`src/hw/rtl/rlvd_pkg.sv`:
```
// Package: shared types, constants and the zigzag table for the coefficient decoder.
package rlvd_pkg;

  localparam int MaxBlocks   = 4096;
  localparam int BlockCoeffs = 64;
  localparam int PosW        = $clog2(BlockCoeffs);
  localparam int OutDepth    = 4;

  typedef enum logic [1:0] {
    CMD_QUANT = 2'd0,
    CMD_START = 2'd1,
    CMD_BYTE  = 2'd2,
    CMD_NONE  = 2'd3
  } cmd_t;

  typedef enum logic [1:0] {
    KIND_WRITE   = 2'd0,
    KIND_ADD     = 2'd1,
    KIND_END     = 2'd2,
    KIND_OVERRUN = 2'd3
  } kind_t;

  typedef enum logic [1:0] {
    PH_DC_SIZE = 2'd0,
    PH_DC_AMP  = 2'd1,
    PH_AC_HDR  = 2'd2,
    PH_AC_AMP  = 2'd3
  } phase_t;

  localparam logic CFG_PREDICTED = 1'b0;
  localparam logic CFG_COUNT     = 1'b1;

  typedef struct packed {
    logic [1:0] command;
    logic [7:0] stream_byte;
    logic [5:0] quant_index;
    logic [7:0] quant_value;
  } in_t;

  typedef struct packed {
    logic [1:0]         kind;
    logic [11:0]        block_number;
    logic [5:0]         position;
    logic signed [23:0] coefficient;
    logic               frame_done;
    logic               last;
  } out_t;

  typedef struct packed {
    cmd_t       cmd;
    logic [7:0] stream_byte;
    logic [5:0] quant_index;
    logic [7:0] quant_value;
  } item_t;

  typedef struct packed {
    logic        predicted;
    logic [12:0] count;
  } cfg_t;

  function automatic logic [5:0] zz_natural(input logic [5:0] idx);
    logic [5:0] r;
    unique case (idx)
      6'd0: r = 6'd0;   6'd1: r = 6'd1;   6'd2: r = 6'd8;   6'd3: r = 6'd16;
      6'd4: r = 6'd9;   6'd5: r = 6'd2;   6'd6: r = 6'd3;   6'd7: r = 6'd10;
      6'd8: r = 6'd17;  6'd9: r = 6'd24;  6'd10: r = 6'd32; 6'd11: r = 6'd25;
      6'd12: r = 6'd18; 6'd13: r = 6'd11; 6'd14: r = 6'd4;  6'd15: r = 6'd5;
      6'd16: r = 6'd12; 6'd17: r = 6'd19; 6'd18: r = 6'd26; 6'd19: r = 6'd33;
      6'd20: r = 6'd40; 6'd21: r = 6'd48; 6'd22: r = 6'd41; 6'd23: r = 6'd34;
      6'd24: r = 6'd27; 6'd25: r = 6'd20; 6'd26: r = 6'd13; 6'd27: r = 6'd6;
      6'd28: r = 6'd7;  6'd29: r = 6'd14; 6'd30: r = 6'd21; 6'd31: r = 6'd28;
      6'd32: r = 6'd35; 6'd33: r = 6'd42; 6'd34: r = 6'd49; 6'd35: r = 6'd56;
      6'd36: r = 6'd57; 6'd37: r = 6'd50; 6'd38: r = 6'd43; 6'd39: r = 6'd36;
      6'd40: r = 6'd29; 6'd41: r = 6'd22; 6'd42: r = 6'd15; 6'd43: r = 6'd23;
      6'd44: r = 6'd30; 6'd45: r = 6'd37; 6'd46: r = 6'd44; 6'd47: r = 6'd51;
      6'd48: r = 6'd58; 6'd49: r = 6'd59; 6'd50: r = 6'd52; 6'd51: r = 6'd45;
      6'd52: r = 6'd38; 6'd53: r = 6'd31; 6'd54: r = 6'd39; 6'd55: r = 6'd46;
      6'd56: r = 6'd53; 6'd57: r = 6'd60; 6'd58: r = 6'd61; 6'd59: r = 6'd54;
      6'd60: r = 6'd47; 6'd61: r = 6'd55; 6'd62: r = 6'd62; default: r = 6'd63;
    endcase
    return r;
  endfunction

endpackage

```
`src/hw/rtl/rlvd_ram.sv`:
```
// Generic single-write, registered-read RAM.
module rlvd_ram #(
  parameter int WIDTH = 8,
  parameter int DEPTH = 64
) (
  input  logic                     clk,
  input  logic                     we,
  input  logic [$clog2(DEPTH)-1:0] waddr,
  input  logic [WIDTH-1:0]         wdata,
  input  logic                     re,
  input  logic [$clog2(DEPTH)-1:0] raddr,
  output logic [WIDTH-1:0]         rdata
);
  logic [WIDTH-1:0] mem [DEPTH];

  always_ff @(posedge clk) begin
    if (we) begin
      mem[waddr] <= wdata;
    end
    if (re) begin
      rdata <= mem[raddr];
    end
  end
endmodule

```
`src/hw/rtl/rlvd_front.sv`:
```
// Front end: two-entry input queue that classifies each request by command.
module rlvd_front import rlvd_pkg::*; (
  input  logic  clk,
  input  logic  rst,
  input  logic  push,
  input  in_t   in_item,
  output logic  full,
  output logic  item_valid,
  output item_t item,
  input  logic  item_pop
);
  in_t        q [2];
  logic       wp, rp;
  logic [1:0] cnt;
  in_t        head;

  assign full       = (cnt == 2'd2);
  assign item_valid = (cnt != 2'd0);
  assign head       = q[rp];

  always_comb begin
    item.stream_byte = head.stream_byte;
    item.quant_index = head.quant_index;
    item.quant_value = head.quant_value;
    unique case (head.command)
      2'd0:    item.cmd = CMD_QUANT;
      2'd1:    item.cmd = CMD_START;
      2'd2:    item.cmd = CMD_BYTE;
      default: item.cmd = CMD_NONE;
    endcase
  end

  always_ff @(posedge clk) begin
    if (push && !full) begin
      q[wp] <= in_item;
    end
    if (rst) begin
      wp  <= 1'b0;
      rp  <= 1'b0;
      cnt <= 2'd0;
    end else begin
      if (push && !full) wp <= ~wp;
      if (item_pop && item_valid) rp <= ~rp;
      cnt <= cnt + 2'((push && !full) ? 1 : 0) - 2'((item_pop && item_valid) ? 1 : 0);
    end
  end
endmodule

```
`src/hw/rtl/rlvd_out_queue.sv`:
```
// Result queue: four entries between the decode engine and the consumer.
module rlvd_out_queue import rlvd_pkg::*; (
  input  logic clk,
  input  logic rst,
  input  logic wr,
  input  out_t wdata,
  output logic full,
  output logic empty,
  input  logic pop,
  output out_t out_item
);
  localparam int AW = $clog2(OutDepth);

  out_t          q [OutDepth];
  logic [AW-1:0] wp, rp;
  logic [AW:0]   cnt;

  assign full     = (cnt == (AW+1)'(OutDepth));
  assign empty    = (cnt == '0);
  assign out_item = q[rp];

  always_ff @(posedge clk) begin
    if (wr) begin
      q[wp] <= wdata;
    end
    if (rst) begin
      wp  <= '0;
      rp  <= '0;
      cnt <= '0;
    end else begin
      if (wr) wp <= wp + 1'b1;
      if (pop && !empty) rp <= rp + 1'b1;
      cnt <= cnt + (AW+1)'(wr ? 1 : 0) - (AW+1)'((pop && !empty) ? 1 : 0);
    end
  end
endmodule

```
`src/hw/rtl/rlvd_engine.sv`:
```
// Back end: bit buffer, code parser, quant lookup, dequantize multiply and last marking.
module rlvd_engine import rlvd_pkg::*; (
  input  logic  clk,
  input  logic  rst,
  input  cfg_t  cfg,
  input  logic  item_valid,
  input  item_t item,
  output logic  item_pop,
  input  logic  oq_full,
  output logic  oq_wr,
  output out_t  oq_data
);
  typedef struct packed {
    logic               res;
    logic               mark;
    logic [1:0]         kind;
    logic [11:0]        blk;
    logic [5:0]         pos;
    logic               done;
    logic signed [15:0] base;
  } stage_t;

  logic        busy, busy_next;
  logic [23:0] acc, acc_next;
  logic [4:0]  held, held_next;
  phase_t      phase, phase_next;
  logic [3:0]  psize, psize_next, prun, prun_next;
  logic [6:0]  zz, zz_next;
  logic [12:0] bdone, bdone_next;
  logic [15:0] pred, pred_next;
  logic        endp, endp_next;
  stage_t      s1, s1_next;
  out_t        h;
  logic        h_v;

  logic        en, active, can_step, load;
  logic [12:0] eff;
  logic [4:0]  need;
  logic [23:0] shifted;
  logic [14:0] x;
  logic [3:0]  s4, r4;
  logic [15:0] amp, dcsum;
  logic [16:0] half, vl;
  logic [6:0]  idx;
  logic [5:0]  raddr;
  logic        we;
  logic [7:0]  q;
  logic signed [24:0] prod;

  assign en     = !oq_full;
  assign eff    = (cfg.count > 13'(MaxBlocks)) ? 13'(MaxBlocks) : cfg.count;
  assign active = (bdone < eff);

  always_comb begin
    unique case (phase)
      PH_DC_SIZE: need = 5'd4;
      PH_AC_HDR:  need = 5'd8;
      default:    need = {1'b0, psize};
    endcase
  end

  assign can_step = active && (endp || held >= need);
  assign shifted  = acc >> (held - need);
  assign x        = shifted[14:0] & ((15'd1 << psize) - 15'd1);
  assign s4       = shifted[3:0];
  assign r4       = shifted[7:4];
  assign half     = 17'd1 << (psize - 4'd1);
  assign vl       = ({2'b00, x} < half) ? ({2'b00, x} - ((17'd1 << psize) - 17'd1))
                                        : {2'b00, x};
  assign amp      = vl[15:0];
  assign idx      = zz + {3'b000, prun};

  always_comb begin
    busy_next  = busy;
    acc_next   = acc;
    held_next  = held;
    phase_next = phase;
    psize_next = psize;
    prun_next  = prun;
    zz_next    = zz;
    bdone_next = bdone;
    pred_next  = pred;
    endp_next  = endp;
    s1_next    = '0;
    s1_next.blk = bdone[11:0];
    raddr      = '0;
    we         = 1'b0;
    load       = 1'b0;
    dcsum      = '0;
    item_pop   = 1'b0;
    if (en) begin
      if (busy && can_step) begin
        held_next = held - (endp ? 5'd0 : need);
        if (endp) begin
          s1_next.res  = 1'b1;
          s1_next.kind = KIND_END;
          endp_next    = 1'b0;
        end else begin
          unique case (phase)
            PH_DC_SIZE: begin
              if (s4 == 4'd0) begin
                s1_next.res  = 1'b1;
                s1_next.kind = cfg.predicted ? KIND_ADD : KIND_WRITE;
                s1_next.base = cfg.predicted ? 16'sd0 : $signed(pred);
                phase_next   = PH_AC_HDR;
              end else begin
                psize_next = s4;
                phase_next = PH_DC_AMP;
              end
            end
            PH_DC_AMP: begin
              dcsum        = pred + amp;
              s1_next.res  = 1'b1;
              s1_next.kind = cfg.predicted ? KIND_ADD : KIND_WRITE;
              s1_next.base = cfg.predicted ? $signed(amp) : $signed(dcsum);
              if (!cfg.predicted) pred_next = dcsum;
              phase_next   = PH_AC_HDR;
            end
            PH_AC_HDR: begin
              if (s4 != 4'd0) begin
                prun_next  = r4;
                psize_next = s4;
                phase_next = PH_AC_AMP;
              end else if (r4 == 4'd15 && zz + 7'd16 <= 7'd63) begin
                zz_next = zz + 7'd16;
              end else begin
                s1_next.res  = 1'b1;
                s1_next.kind = (r4 == 4'd15) ? KIND_OVERRUN : KIND_END;
              end
            end
            default: begin
              if (idx > 7'd63) begin
                s1_next.res  = 1'b1;
                s1_next.kind = KIND_OVERRUN;
              end else begin
                raddr        = zz_natural(idx[5:0]);
                s1_next.res  = 1'b1;
                s1_next.kind = cfg.predicted ? KIND_ADD : KIND_WRITE;
                s1_next.pos  = raddr;
                s1_next.base = $signed(amp);
                phase_next   = PH_AC_HDR;
                if (idx == 7'd63) endp_next = 1'b1;
                else zz_next = idx + 7'd1;
              end
            end
          endcase
        end
        if (s1_next.res && (s1_next.kind == KIND_END || s1_next.kind == KIND_OVERRUN)) begin
          s1_next.done = ({1'b0, bdone} + 14'd1 >= {1'b0, eff});
          bdone_next   = bdone + 13'd1;
          phase_next   = PH_DC_SIZE;
          zz_next      = 7'd1;
          psize_next   = '0;
          prun_next    = '0;
          if (s1_next.done) begin
            acc_next  = '0;
            held_next = '0;
          end
        end
      end else begin
        if (busy) begin
          s1_next.mark = 1'b1;
          busy_next    = 1'b0;
        end
        load = item_valid;
      end
    end
    if (load) begin
      item_pop = 1'b1;
      unique case (item.cmd)
        CMD_QUANT: we = 1'b1;
        CMD_START: begin
          pred_next  = '0;
          acc_next   = '0;
          held_next  = '0;
          phase_next = PH_DC_SIZE;
          psize_next = '0;
          prun_next  = '0;
          zz_next    = 7'd1;
          bdone_next = '0;
          endp_next  = 1'b0;
        end
        CMD_BYTE: begin
          if (active) begin
            acc_next  = {acc[15:0], item.stream_byte};
            held_next = held + 5'd8;
            busy_next = 1'b1;
          end
        end
        default: ;
      endcase
    end
  end

  rlvd_ram #(.WIDTH(8), .DEPTH(BlockCoeffs)) u_quant (
    .clk   (clk),
    .we    (we),
    .waddr (item.quant_index),
    .wdata (item.quant_value),
    .re    (en),
    .raddr (raddr),
    .rdata (q)
  );

  assign prod = s1.base * $signed({1'b0, q});

  always_comb begin
    oq_wr   = 1'b0;
    oq_data = h;
    if (en && h_v && (s1.res || s1.mark)) begin
      oq_wr        = 1'b1;
      oq_data.last = s1.mark;
    end
  end

  always_ff @(posedge clk) begin
    if (en && s1.res) begin
      h.kind         <= s1.kind;
      h.block_number <= s1.blk;
      h.position     <= s1.pos;
      h.coefficient  <= prod[23:0];
      h.frame_done   <= s1.done;
      h.last         <= 1'b0;
    end
    if (rst) begin
      busy  <= 1'b0;
      acc   <= '0;
      held  <= '0;
      phase <= PH_DC_SIZE;
      psize <= '0;
      prun  <= '0;
      zz    <= 7'd1;
      bdone <= '0;
      pred  <= '0;
      endp  <= 1'b0;
      s1    <= '0;
      h_v   <= 1'b0;
    end else begin
      busy  <= busy_next;
      acc   <= acc_next;
      held  <= held_next;
      phase <= phase_next;
      psize <= psize_next;
      prun  <= prun_next;
      zz    <= zz_next;
      bdone <= bdone_next;
      pred  <= pred_next;
      endp  <= endp_next;
      if (en) begin
        s1 <= s1_next;
        if (s1.res) h_v <= 1'b1;
        else if (s1.mark) h_v <= 1'b0;
      end
    end
  end

  a_stage_one_kind: assert property (@(posedge clk) disable iff (rst) !(s1.res && s1.mark))
    else $error("stage carries a result and a marker together");
  a_endp_phase: assert property (@(posedge clk) disable iff (rst)
    endp |-> (phase == PH_AC_HDR && busy))
    else $error("pending block end outside AC header phase");
  a_held_range: assert property (@(posedge clk) disable iff (rst) held <= 5'd24)
    else $error("bit buffer overfilled");
  a_stall_hold: assert property (@(posedge clk) disable iff (rst)
    oq_full |=> $stable(s1) && $stable(h_v))
    else $error("pipeline moved while result queue full");
endmodule

```
`src/hw/rtl/run_length_vli_coefficient_decoder_unit.sv`:
```
// Top level: run-length / VLI coefficient decoder with config registers and queues.
// Usage:
//  Input queue: drive in_item and push; a request is taken when push is high and
//  full is low. Commands load a quant entry, start a frame or supply a stream byte.
//  Result queue: while empty is low, out_item is the oldest result; pop takes it.
//  Config: cfg_valid/cfg_ready with cfg_index (0 frame type, 1 block count) and
//  cfg_data; cfg_ready is always high. Write only while the block is idle.
//  Decoding: a stream byte is loaded, then parsed one code per cycle while the
//  result queue is not full, then closed; closing overlaps with loading the
//  next request. The last result of a byte is held until the byte is finished,
//  so it is marked last.
//  Reset clears all control state, the bit buffer and the predictor; quant entries
//  are undefined until loaded.
//  When pop stays low the four-entry result queue fills, the decoder halts, the
//  two-entry input queue fills and full rises; nothing is lost.
module run_length_vli_coefficient_decoder_unit import rlvd_pkg::*; (
  input  logic        clk,
  input  logic        rst,
  input  logic        push,
  input  in_t         in_item,
  output logic        full,
  output logic        empty,
  input  logic        pop,
  output out_t        out_item,
  input  logic        cfg_valid,
  output logic        cfg_ready,
  input  logic        cfg_index,
  input  logic [12:0] cfg_data
);
  cfg_t  cfg;
  logic  item_valid, item_pop, oq_full, oq_wr;
  item_t item;
  out_t  oq_data;

  assign cfg_ready = 1'b1;

  always_ff @(posedge clk) begin
    if (rst) begin
      cfg <= '0;
    end else if (cfg_valid) begin
      unique case (cfg_index)
        CFG_PREDICTED: cfg.predicted <= cfg_data[0];
        default:       cfg.count     <= cfg_data;
      endcase
    end
  end

  rlvd_front u_front (
    .clk        (clk),
    .rst        (rst),
    .push       (push),
    .in_item    (in_item),
    .full       (full),
    .item_valid (item_valid),
    .item       (item),
    .item_pop   (item_pop)
  );

  rlvd_engine u_engine (
    .clk        (clk),
    .rst        (rst),
    .cfg        (cfg),
    .item_valid (item_valid),
    .item       (item),
    .item_pop   (item_pop),
    .oq_full    (oq_full),
    .oq_wr      (oq_wr),
    .oq_data    (oq_data)
  );

  rlvd_out_queue u_outq (
    .clk      (clk),
    .rst      (rst),
    .wr       (oq_wr),
    .wdata    (oq_data),
    .full     (oq_full),
    .empty    (empty),
    .pop      (pop),
    .out_item (out_item)
  );
endmodule
```
`config.mk`:
```
export PLATFORM = sky130hd
export DESIGN_NAME = run_length_vli_coefficient_decoder_unit
export DESIGN_NICKNAME = d
export VERILOG_FILES = /design/src/hw/rtl/rlvd_pkg.sv /design/src/hw/rtl/rlvd_ram.sv /design/src/hw/rtl/rlvd_front.sv /design/src/hw/rtl/rlvd_out_queue.sv /design/src/hw/rtl/rlvd_engine.sv /design/src/hw/rtl/run_length_vli_coefficient_decoder_unit.sv
export SDC_FILE = /design/constraint.sdc
export NUM_CORES = 2
export LEC_CHECK = 0
export BUFFER_PORTS_ARGS = -buffer_cell sky130_fd_sc_hd__buf_2
export CORE_ASPECT_RATIO = 0.5
export CORE_MARGIN = 2
export CORE_UTILIZATION = 40
export CTS_CLUSTER_SIZE = 16
export DETAILED_ROUTE_END_ITERATION = 10
export PLACE_DENSITY = 0.59
export SYNTH_ARGS = -nofsm -noshare
export SYNTH_HDL_FRONTEND = slang
export SYNTH_SLANG_ARGS = --single-unit
```
`constraint.sdc`:
```
create_clock -name clk -period 9.12 [get_ports clk]
set_clock_uncertainty 0.2 [all_clocks]
set_input_delay 1.824 -clock clk [delete_from_list [all_inputs] [get_ports clk]]
set_output_delay 1.824 -clock clk [all_outputs]
set_load 0.02 [all_outputs]
```
==> out/qor.yml <==
logic_synthesis:
  syn_avg_cell_area_um2: 12.48
  synthFlopType: "edfxtp_1"
  synth.ff_latch_count: 942
  netlist_area_um2: 46800
  yosysTopAreaCell: "edfxtp_1"
  yosys_warnings: 0
  synth_edf_count: 797
  async_flop_share: 0
  synth_area_leaders: "edfxtp_1 51%, dfxtp_1 6.2%, ha_1 4.6%, fa_1 4.5%, nand2_1 3.3%"
  syn_nets: 4072
  yosysMostFrequentCell: "edfxtp_1"
  syn_inst: 3751
  synth-seq-area-share: 0.5734
  synth_top_area_frac: 0.5114
  synth_top_cells_by_count: "797 x edfxtp_1, 417 x nand2_1, 256 x nor2_1, 209 x inv_1, 172 x ha_1"
  ys_types: 94
place:
  io_buffers: 90
  placedCellCount: 5245
  dp_slack_ns: 0.4028
  place_hpwl_mm: 80.30
  gp_congestion: 0.8937
  placed_cell_area_um2: 48920
cts:
  clk_latency_ns: 0.71
  hold_buffers: 0
  clk_pin_slew_worst_paths_ns: 0.06
  htree_levels: 3
  clock-sinks: 942
  cts_buffer_depth: 3
  cts-root-buf: "clkbuf_16"
  cts_tree: "done"
  cts_buffers: 85
sta:
  setup_viol_count_final: 0
  tns_ns: 0
  max_freq_mhz: 119.3
  grt_setup_unrepaired: "no"
  min_period_ns: 8.382
  hold_slack_ns: 0.2327
  maxSlewHeadroom: 0.1764
  setup_slack_ns: 0.7377
  worstMarginPinSlew_ns: 1.231
  hold_viol: 0
  timing.final.crit_share: 0.9191
  finalMaxSlewViolations: 0
route:
  drtAntennaViolNets: 0
  wirelength_mm: 121.3
  post_drt_wl_per_cell_um: 22.44
  num_vias: 30829
  drt-pass1-iter-count: 6
  first_iter_violations: 3176
  viasPerCell: 5.706
  drc: 0
global_routing:
  met1_usage: 0.2794
  grt_max_degree: 117
  antenna_found_initial: 2
  grt_pass1_vias: 30237
  gr-total-overflow: 0
  grt.total_usage: 0.2010
  met2_usage: 0.3256
  grt_pass1_wl_mm: 185.4
  use_met3: 0.03203
  top_usage_layer: "met2"
finish:
  area.growth.synth_to_final_pct: 10.49
  diodes: 0
  fin_area_um2: 51710
  nets: 4123
  finish.utilization: 0.4473
  layout-drive-gt1-share: 0.1118
  stdcell_count: 5403
flow_run:
  maxCapViolations: 0
worst_hold_path:
  hold_class: "register to register"
  hold_depth: 0
critical_path:
  cp-endpoint: "u_engine.s1[15]"
  r2r_start: "u_engine.phase[0]"
  reg2reg_to: "u_engine.s1[15]"
  setup.worst_path.start_class: "register"
  path_class: "register to register"
  crit_path_top_delay_cell: "fa_2"
  r2r_cells: 30
  end_kind: "register"
  crit_fanout: 21
  arrival_ns: 8.77
  r2r_slack_ns: 0.74
  startpoint: "u_engine.phase[0]"
  critical_path_required_ns: 9.51
  cp_slowest_stage_delay_ns: 0.74
power:
  ir_drop_v: 0.0001512
  total_power_mw: 9.979
  power_density_nw_per_um2: 193.0
  p_leak_nw: 18.94
die:
  fp.dieH_um: 245.9
  core_region_area_um2: 115600
  num_io_pins: 92
  start_util: 0.4048
  rows: 88
  fp.dieW_um: 487.7
  dieArea_um2: 119900
run_status:
  outcome: "finished, final reports clean"
## layer usage
metal,vias up,part of all wire
li1,14072,-
met1,15569,0.45
met2,1013,0.46
met3,175,0.061
met4,0,0.024
met5,-,0
## registers in the layout, indices dropped and copies added, names as in the netlist, 5 cells and up, named ones only
signal,flops
u_engine.u_quant.rdata,8
u_engine.acc,24
u_outq.q,184
u_engine.zz,7
u_front.q,48
u_engine.s1,39
u_engine.u_quant.mem,512
u_engine.bdone,13
cfg,14
u_engine.pred,16
u_engine.held,5
u_engine.oq_data,45
## repair_timing
action / 4_1_cts / 5_1_grt
endpoints found under the setup margin: 0 / 2
setup buffers: 0 / 0
gates resized for setup: 0 / 6
## layout make-up
type	count	area, µm²
timing repair buffer	153	950.9
inverter	209	784.5
clock inverter	44	496.7
fill	10494	63900
tap	1530	1914
sequential	942	26840
multi-input combinational	2411	18440
clock buffer	114	2277
## cells by family after synthesis
group / synth area share
AND/OR/NAND/NOR: 0.1038
flip-flops: 0.5734
AO/OA/AOI/OAI: 0.1134
buffers and inverters: 0.03438
adder cells (fa/ha/maj): 0.09132
multiplexers: 0.06652
XOR/XNOR: 0.01703
other: 0.00008013
## how the worst min path moves through the flow
| stage | startpoint | endpoint | slack (ns) |
|---|---|---|---|
| after floorplan | u_engine.s1[16] | u_engine.oq_data[1] | 0.21 |
| after global placement | u_engine.s1[36] | u_engine.oq_data[45] | 0.22 |
| after detailed placement | u_engine.s1[35] | u_engine.oq_data[44] | 0.22 |
| after CTS | u_engine.s1[35] | u_engine.oq_data[44] | 0.24 |
| after global routing | u_engine.s1[31] | u_engine.oq_data[40] | 0.26 |
| final | u_engine.s1[35] | u_engine.oq_data[44] | 0.23 |
## layout by cell type, fill, tap and decap left out, types with 43 or more instances in the layout
cell type / n
xnor2_1: 45
nand3_1: 63
and2_1: 92
fa_1: 105
edfxtp_1: 797
buf_4: 62
dfxtp_1: 142
a21oi_1: 163
inv_1: 209
mux4_2: 53
xor2_1: 46
nor2_1: 255
ha_1: 171
o21ai_0: 103
a31oi_1: 43
mux2_2: 51
mux2i_1: 131
clkbuf_16: 86
buf_2: 89
nand2_1: 417
## critical path: cells and delay by family (launching register included)
kind	cells	cell delay, ns
compound gates	12	2.83
fa+ha+maj	4	1.53
xor+xnor	1	0.15
flops	1	0.44
mux	3	0.95
simple gates	5	1.46
buf+inv	5	0.74
## where the power goes
part / switching [mW] / leakage, nW / total [mW] / internal, mW
Combinational: 0.919 / 9.23 / 1.28 / 0.363
Clock: 1.64 / 1.34 / 3.62 / 1.98
Sequential: 0.0814 / 8.37 / 5.08 / 5.00
Total: 2.64 / 18.9 / 9.98 / 7.34
No activity file was read; power rests on OpenSTA's default activity.
